===== config.mk =====
export PLATFORM = sky130hd
export DESIGN_NAME = jtag_tap_state_tracker_flat
export DESIGN_NICKNAME = d
export VERILOG_FILES = /design/src/rtl/jtst_pkg.sv /design/src/rtl/jtst_if.sv /design/src/rtl/jtag_tap_state_tracker.sv /design/src/flat_wrapper.sv
export SDC_FILE = /design/constraint.sdc
export NUM_CORES = 1
export LEC_CHECK = 0
export BUFFER_PORTS_ARGS = -buffer_cell sky130_fd_sc_hd__buf_4
export CORE_ASPECT_RATIO = 1.2
export CORE_UTILIZATION = 63
export CTS_CLUSTER_SIZE = 40
export DETAILED_ROUTE_END_ITERATION = 10
export PLACE_DENSITY = 0.81
export SLEW_MARGIN = 20
export SYNTH_ARGS = -nofsm -noshare
export SYNTH_HDL_FRONTEND = slang
export SYNTH_SLANG_ARGS = --single-unit

===== constraint.sdc =====
create_clock -name clk -period 6.1 [get_ports clk]
set_clock_uncertainty 0.15 [all_clocks]
set_input_delay 1.22 -clock clk [delete_from_list [all_inputs] [get_ports clk]]
set_output_delay 1.22 -clock clk [all_outputs]
set_load 0.02 [all_outputs]

===== src/rtl/jtst_pkg.sv =====
// Package with the TAP state type, state codes and transition functions of the tracker.
`default_nettype none

package jtst_pkg;

	localparam int unsigned CODE_W = 5;
	localparam int unsigned SYNC_W = 4;

	typedef logic [CODE_W-1:0] code_t;
	typedef logic [SYNC_W-1:0] sync_len_t;

	localparam sync_len_t SYNC_LENGTH_RESET = 4'd5;
	localparam sync_len_t SYNC_COUNT_MAX    = 4'd15;

	// One-hot controller state; the unknown state is its own hot bit.
	typedef enum logic [16:0] {
		ST_RESET      = 17'h00001,
		ST_IDLE       = 17'h00002,
		ST_DR_SELECT  = 17'h00004,
		ST_DR_CAPTURE = 17'h00008,
		ST_DR_SHIFT   = 17'h00010,
		ST_DR_EXIT1   = 17'h00020,
		ST_DR_PAUSE   = 17'h00040,
		ST_DR_EXIT2   = 17'h00080,
		ST_DR_UPDATE  = 17'h00100,
		ST_IR_SELECT  = 17'h00200,
		ST_IR_CAPTURE = 17'h00400,
		ST_IR_SHIFT   = 17'h00800,
		ST_IR_EXIT1   = 17'h01000,
		ST_IR_PAUSE   = 17'h02000,
		ST_IR_EXIT2   = 17'h04000,
		ST_IR_UPDATE  = 17'h08000,
		ST_UNKNOWN    = 17'h10000
	} tap_state_t;

	localparam code_t CODE_RESET      = 5'd0;
	localparam code_t CODE_IDLE       = 5'd1;
	localparam code_t CODE_DR_SELECT  = 5'd2;
	localparam code_t CODE_DR_CAPTURE = 5'd3;
	localparam code_t CODE_DR_SHIFT   = 5'd4;
	localparam code_t CODE_DR_EXIT1   = 5'd5;
	localparam code_t CODE_DR_PAUSE   = 5'd6;
	localparam code_t CODE_DR_EXIT2   = 5'd7;
	localparam code_t CODE_DR_UPDATE  = 5'd8;
	localparam code_t CODE_IR_SELECT  = 5'd9;
	localparam code_t CODE_IR_CAPTURE = 5'd10;
	localparam code_t CODE_IR_SHIFT   = 5'd11;
	localparam code_t CODE_IR_EXIT1   = 5'd12;
	localparam code_t CODE_IR_PAUSE   = 5'd13;
	localparam code_t CODE_IR_EXIT2   = 5'd14;
	localparam code_t CODE_IR_UPDATE  = 5'd15;
	localparam code_t CODE_UNKNOWN    = 5'd16;

	function automatic code_t tap_code(input tap_state_t st);
		code_t c;
		unique case (st)
			ST_RESET:      c = CODE_RESET;
			ST_IDLE:       c = CODE_IDLE;
			ST_DR_SELECT:  c = CODE_DR_SELECT;
			ST_DR_CAPTURE: c = CODE_DR_CAPTURE;
			ST_DR_SHIFT:   c = CODE_DR_SHIFT;
			ST_DR_EXIT1:   c = CODE_DR_EXIT1;
			ST_DR_PAUSE:   c = CODE_DR_PAUSE;
			ST_DR_EXIT2:   c = CODE_DR_EXIT2;
			ST_DR_UPDATE:  c = CODE_DR_UPDATE;
			ST_IR_SELECT:  c = CODE_IR_SELECT;
			ST_IR_CAPTURE: c = CODE_IR_CAPTURE;
			ST_IR_SHIFT:   c = CODE_IR_SHIFT;
			ST_IR_EXIT1:   c = CODE_IR_EXIT1;
			ST_IR_PAUSE:   c = CODE_IR_PAUSE;
			ST_IR_EXIT2:   c = CODE_IR_EXIT2;
			ST_IR_UPDATE:  c = CODE_IR_UPDATE;
			default:       c = CODE_UNKNOWN;
		endcase
		return c;
	endfunction

	// Standard TAP transition graph for the sixteen known states.
	function automatic tap_state_t tap_next(input tap_state_t st, input logic tms);
		tap_state_t n;
		unique case (st)
			ST_RESET:      n = tms ? ST_RESET      : ST_IDLE;
			ST_IDLE:       n = tms ? ST_DR_SELECT  : ST_IDLE;
			ST_DR_SELECT:  n = tms ? ST_IR_SELECT  : ST_DR_CAPTURE;
			ST_DR_CAPTURE: n = tms ? ST_DR_EXIT1   : ST_DR_SHIFT;
			ST_DR_SHIFT:   n = tms ? ST_DR_EXIT1   : ST_DR_SHIFT;
			ST_DR_EXIT1:   n = tms ? ST_DR_UPDATE  : ST_DR_PAUSE;
			ST_DR_PAUSE:   n = tms ? ST_DR_EXIT2   : ST_DR_PAUSE;
			ST_DR_EXIT2:   n = tms ? ST_DR_UPDATE  : ST_DR_SHIFT;
			ST_DR_UPDATE:  n = tms ? ST_DR_SELECT  : ST_IDLE;
			ST_IR_SELECT:  n = tms ? ST_RESET      : ST_IR_CAPTURE;
			ST_IR_CAPTURE: n = tms ? ST_IR_EXIT1   : ST_IR_SHIFT;
			ST_IR_SHIFT:   n = tms ? ST_IR_EXIT1   : ST_IR_SHIFT;
			ST_IR_EXIT1:   n = tms ? ST_IR_UPDATE  : ST_IR_PAUSE;
			ST_IR_PAUSE:   n = tms ? ST_IR_EXIT2   : ST_IR_PAUSE;
			ST_IR_EXIT2:   n = tms ? ST_IR_UPDATE  : ST_IR_SHIFT;
			ST_IR_UPDATE:  n = tms ? ST_DR_SELECT  : ST_IDLE;
			default:       n = ST_UNKNOWN;
		endcase
		return n;
	endfunction

endpackage

`default_nettype wire


===== src/rtl/jtst_if.sv =====
// Channel interfaces of the tracker: TMS requests, state results and configuration writes.
`default_nettype none

interface jtst_in_if;
	logic valid;
	logic ready;
	logic tms;

	modport source (output valid, output tms, input ready);
	modport sink (input valid, input tms, output ready);
endinterface

interface jtst_out_if;
	logic               valid;
	logic               ready;
	jtst_pkg::code_t    tap_state;
	jtst_pkg::code_t    prior_state;

	modport source (output valid, output tap_state, output prior_state, input ready);
	modport sink (input valid, input tap_state, input prior_state, output ready);
endinterface

interface jtst_cfg_if;
	logic                 valid;
	logic                 ready;
	jtst_pkg::sync_len_t  data;

	modport source (output valid, output data, input ready);
	modport sink (input valid, input data, output ready);
endinterface

`default_nettype wire


===== src/rtl/jtag_tap_state_tracker.sv =====
// Top level of the JTAG TAP state tracker.
//
// Each request on in_ch carries one TMS bit sampled on a test clock tick. For every
// request one result leaves on out_ch: tap_state is the controller state after the
// tick and prior_state the state before it (0 reset, 1 idle, 2-8 DR path, 9-15 IR
// path, 16 unknown). The cfg channel writes sync_length, the number of consecutive
// TMS highs that bring the unknown state to Test-Logic-Reset; it is always ready
// and should only be written while no request is in flight.
// A request's result is registered and shows on out_ch in the cycle after it is accepted.
// Throughput is one request per cycle while out_ch is ready; the next state is worked
// out in the same cycle from the state register and the TMS bit, into the result register.
// in_ch is ready whenever the result register is empty or being drained, so a
// stalled receiver holds one result and stops new requests until it takes it.
// Reset (arst_n low) puts the tracker in the unknown state with a zero run count,
// sync_length back to 5 and the result register empty.
`default_nettype none

module jtag_tap_state_tracker import jtst_pkg::*; (
	input  wire          clk,
	input  wire          arst_n,
	jtst_in_if.sink      in_ch,
	jtst_out_if.source   out_ch,
	jtst_cfg_if.sink     cfg
);

	tap_state_t cur_q;
	tap_state_t cur_next;
	sync_len_t  sync_len_q;
	sync_len_t  run_cnt_q;
	sync_len_t  run_cnt_next;
	logic       out_valid_q;
	code_t      tap_state_q;
	code_t      prior_state_q;
	logic       in_accept;

	assign in_ch.ready = !out_valid_q || out_ch.ready;
	assign in_accept   = in_ch.valid && in_ch.ready;
	assign cfg.ready   = 1'b1;

	always_comb begin
		cur_next     = tap_next(cur_q, in_ch.tms);
		run_cnt_next = run_cnt_q;
		if (cur_q == ST_UNKNOWN) begin
			if (in_ch.tms) begin
				if (run_cnt_q != SYNC_COUNT_MAX) begin
					run_cnt_next = run_cnt_q + 4'd1;
				end
				cur_next = (run_cnt_next >= sync_len_q) ? ST_RESET : ST_UNKNOWN;
			end else begin
				run_cnt_next = '0;
				cur_next     = ST_UNKNOWN;
			end
		end
	end

	always_ff @(posedge clk or negedge arst_n) begin
		if (!arst_n) begin
			cur_q       <= ST_UNKNOWN;
			run_cnt_q   <= '0;
			sync_len_q  <= SYNC_LENGTH_RESET;
			out_valid_q <= 1'b0;
		end else begin
			if (cfg.valid) begin
				sync_len_q <= cfg.data;
			end
			if (in_accept) begin
				cur_q       <= cur_next;
				run_cnt_q   <= run_cnt_next;
				out_valid_q <= 1'b1;
			end else if (out_ch.ready) begin
				out_valid_q <= 1'b0;
			end
		end
	end

	always_ff @(posedge clk) begin
		if (in_accept) begin
			tap_state_q   <= tap_code(cur_next);
			prior_state_q <= tap_code(cur_q);
		end
	end

	assign out_ch.valid       = out_valid_q;
	assign out_ch.tap_state   = tap_state_q;
	assign out_ch.prior_state = prior_state_q;

	// Once synchronized, the tracker never goes back to the unknown state.
	a_no_return_unknown: assert property (@(posedge clk) disable iff (!arst_n)
		cur_q != ST_UNKNOWN |=> cur_q != ST_UNKNOWN)
		else $error("tracker fell back to the unknown state");

	// A low TMS while unknown keeps the tracker unknown.
	a_low_stays_unknown: assert property (@(posedge clk) disable iff (!arst_n)
		in_accept && cur_q == ST_UNKNOWN && !in_ch.tms |=> cur_q == ST_UNKNOWN)
		else $error("left the unknown state on a low TMS");

	// The held result always reports the state the tracker is in.
	a_result_matches_state: assert property (@(posedge clk) disable iff (!arst_n)
		out_valid_q |-> tap_state_q == tap_code(cur_q))
		else $error("result state differs from the state register");

	// Every accepted request leaves a result behind.
	a_accept_gives_result: assert property (@(posedge clk) disable iff (!arst_n)
		in_accept |=> out_valid_q)
		else $error("accepted request produced no result");

endmodule

`default_nettype wire


===== src/flat_wrapper.sv =====
// flat-port wrapper written by rule: the top's interface ports become plain ports
module jtag_tap_state_tracker_flat import jtst_pkg::*;
  (clk, arst_n, in_ch_valid, in_ch_tms, in_ch_ready, out_ch_valid, out_ch_tap_state, out_ch_prior_state, out_ch_ready, cfg_valid, cfg_data, cfg_ready);
  jtst_in_if in_ch_i ();
  jtst_out_if out_ch_i ();
  jtst_cfg_if cfg_i ();
  input  wire clk;
  input  wire arst_n;
  input wire logic [$bits(in_ch_i.valid)-1:0] in_ch_valid;
  input wire logic [$bits(in_ch_i.tms)-1:0] in_ch_tms;
  output wire logic [$bits(in_ch_i.ready)-1:0] in_ch_ready;
  output wire logic [$bits(out_ch_i.valid)-1:0] out_ch_valid;
  output wire logic [$bits(out_ch_i.tap_state)-1:0] out_ch_tap_state;
  output wire logic [$bits(out_ch_i.prior_state)-1:0] out_ch_prior_state;
  input wire logic [$bits(out_ch_i.ready)-1:0] out_ch_ready;
  input wire logic [$bits(cfg_i.valid)-1:0] cfg_valid;
  input wire logic [$bits(cfg_i.data)-1:0] cfg_data;
  output wire logic [$bits(cfg_i.ready)-1:0] cfg_ready;
  assign in_ch_i.valid = in_ch_valid;
  assign in_ch_i.tms = in_ch_tms;
  assign in_ch_ready = in_ch_i.ready;
  assign out_ch_valid = out_ch_i.valid;
  assign out_ch_tap_state = out_ch_i.tap_state;
  assign out_ch_prior_state = out_ch_i.prior_state;
  assign out_ch_i.ready = out_ch_ready;
  assign cfg_i.valid = cfg_valid;
  assign cfg_i.data = cfg_data;
  assign cfg_ready = cfg_i.ready;
  jtag_tap_state_tracker u_core (.clk(clk), .arst_n(arst_n), .in_ch(in_ch_i), .out_ch(out_ch_i), .cfg(cfg_i));
endmodule

==> results.py <==
metrics = {
    "sta": {
        "setup_tns_ps": 0,
        "hold_violations": 0,
        "fin_crit_sh": 0.496,
        "worst_pin_slew_ps": 729,
        "fin_hold_ws_ps": 372,
        "period_minus_slack_ps": 3020,
        "slew_headroom": 0.513,
        "drv_slew": 0,
        "rsz0062_at_grt": "no",
        "setup_viol": 0,
        "fmax_mhz": 331,
    },
    "layout": {
        "drive_gt1_frac": 0.165,
        "final_nets": 287,
        "num_antenna_cells": 0,
        "fin_util": 0.732,
        "fillCellCount": 273,
        "finalInstanceArea_um2": 2530,
        "syn_to_final_growth_pct": 8.14,
    },
    "placed_design": {
        "dp_hpwl_um": 4130,
        "place_area_um2": 2440,
        "io_buffers": 21,
        "place.gp.congestion": 0.991,
    },
    "clock_network": {
        "cts_buffers": 5,
        "clk_latency_ps": 290,
        "clkSinkCount": 36,
        "cts_tree": "yes",
        "ctsLongestPathBuffers": 2,
        "cts_setup_buffers": 0,
        "clk_pin_slew_worst_paths_ps": 60,
        "cts_resized": 0,
        "cts_hold_buffers": 0,
        "h-tree-depth": 2,
        "cts-root-buf": "clkbuf_8",
    },
    "synth": {
        "synth_edf_count": 10,
        "ys.flop_type": "dfrtp_1",
        "synthCells": 263,
        "ys_types": 56,
        "synth_top_cell_by_area": "dfrtp_1",
        "synthTopCellsByArea": "dfrtp_1 (25%), edfxtp_1 (13%), nand2_1 (6.7%)",
        "synth_warnings": 0,
        "synthArstFlopShare": 0.722,
        "ys_seq_elements": 36,
        "syn_area_per_cell_um2": 8.89,
        "synth.cell_area_um2": 2340,
        "syn_nets": 278,
        "ys_seq_area_frac": 0.408,
        "synth_top_area_share": 0.246,
    },
    "setup_path": {
        "ff2ff_setup_slack_ps": 3340,
        "endpoint": "in_ch_ready",
        "critPathKind": "input port to primary output",
        "r2r_end": "u_core.out_ch.tap_state[4]",
        "required_ps": 4730,
        "cp.arrival_ps": 1650,
        "r2r-start": "u_core.run_cnt_q[0]",
        "startpoint_type": "input port",
        "ff2ff_path_depth": 9,
        "end_kind": "primary output",
        "crit_fanout": 3,
        "critPathLaunch": "out_ch_ready",
    },
    "floorplanning": {
        "ioPinCount": 23,
        "die-area_um2": 3960,
        "start_util": 0.677,
        "coreArea_um2": 3450,
        "die_width_um": 57.6,
        "die_h_um": 68.7,
        "rows": 23,
    },
    "pwr": {
        "p_leak_nw": 1.12,
        "p_per_area_nw_per_um2": 266,
        "ir_drop_v": 0.000130,
    },
    "routing": {
        "vias": 2003,
        "firstDrtPassIters": 7,
        "viasPerCell": 6.46,
        "routedWlPerCell_um": 18.2,
        "drc": 1,
        "drtIter0Drc": 160,
        "routed_wirelength_um": 5650,
        "ant_nets": 0,
    },
    "run_status": {
        "status": "complete, but fails checks",
        "failed_checks": "DRC",
    },
    "global_route": {
        "track_usage": 0.324,
        "grt_pass1_vias": 1874,
        "grt_pass1_wl_um": 9180,
        "grt_max_degree": 27,
        "antenna_found_initial": 0,
        "grt_overflow": 0,
    },
    "run": {
        "drv_cap": 0,
    },
    "worst_hold_path": {
        "hold_class": "flop to flop",
    },
}
sequential cells by signal, summed over array words and instances, names as in the netlist:
signal                     count
u_core.sync_len_q              4
u_core.cur_q                  17
u_core.out_ch.prior_state      5
u_core.run_cnt_q               4
u_core.out_ch.tap_state        5
u_core.out_ch.valid            1
cell type report:
class                   count  area [um2]  share of cell area
clock buffers               7        86.3              0.0342
clock inverters             1        3.75             0.00149
inverters                   8        30.0              0.0119
multi-input cells         200        1250               0.494
flip-flops and latches     36         955               0.378
well taps                  37        46.3              0.0183
repair buffers             21         158              0.0624
layer usage:
| layer | up-vias | global-route usage | wire length (um) |
|---|---|---|---|
| li1 | 955 | - | - |
| met1 | 935 | 0.385 | 2220 |
| met2 | 97 | 0.549 | 2810 |
| met3 | 16 | 0.0690 | 415 |
| met4 | 0 | 0.180 | 205 |
| met5 | - | 0 | 0 |
Yosys cell counts (all sizes together), types with 3 or more instances:
cell / instances
edfxtp: 10
nand2: 44
a21oi: 7
dfrtp: 23
nand2b: 7
nor4: 11
dfstp: 3
o21ai: 24
nand4: 6
inv: 8
clkbuf: 7
nor2: 24
nor4b: 3
ha: 5
nand3: 9
xnor2: 7
o31ai: 4
and3: 3
a31oi: 3
buf: 12
nor3: 6
xor2: 5
cell usage in the layout, fill, tap and decap left out, types with 4 or more instances in the layout:
cell type	n
nand2_1	42
nor2_1	24
o21ai_0	23
dfrtp_1	23
buf_4	21
edfxtp_1	10
nand3_1	9
inv_1	8
xnor2_1	7
nor4_1	7
nand2b_1	7
a21oi_1	7
nand4_1	6
clkbuf_8	6
nor3_1	5
xor2_1	5
ha_1	5
o31ai_1	4
where the power goes:
| group | switching (mW) | internal, mW |
|---|---|---|
| Clock | 0.0827 | 0.0904 |
| Combinational | 0.120 | 0.0793 |
| Sequential | 0.0263 | 0.273 |
cells by family after synthesis:
kind of cell,synth area share
AND/OR/NAND/NOR,0.291
AO/OA/AOI/OAI,0.152
flip-flops,0.408
buffers and inverters,0.0573
XOR/XNOR,0.0450
adder cells (fa/ha/maj),0.0268
multiplexers,0.0182
other,0.00160
worst max-delay path, stage by stage:
cell      delay (ps)
buf_4            100
nand2b_1         160
buf_4            170
through the flow:
step           total power [mW]  std cells  setup WS [ps]
3_5_place_dp              0.499        302           2830
2_1_floorplan             0.452        263           3270
6_report                  0.671        310           3080
5_1_grt                   0.710        310           2940
4_1_cts                   0.670        310           3070
3_3_place_gp              0.492        302           2910
worst min-delay path by stage:
stage	start	end	slack (ps)	cells past startpoint
floorplan	u_core.sync_len_q[2]	u_core.sync_len_q[2]	330	2
global placement	u_core.sync_len_q[2]	u_core.sync_len_q[2]	350	2
detailed placement	u_core.sync_len_q[2]	u_core.sync_len_q[2]	370	2
CTS	u_core.sync_len_q[2]	u_core.sync_len_q[2]	380	2
global route	u_core.sync_len_q[2]	u_core.sync_len_q[2]	390	2
finish	u_core.sync_len_q[2]	u_core.sync_len_q[2]	370	2
Note: power is estimated with default switching activity, not from simulation.
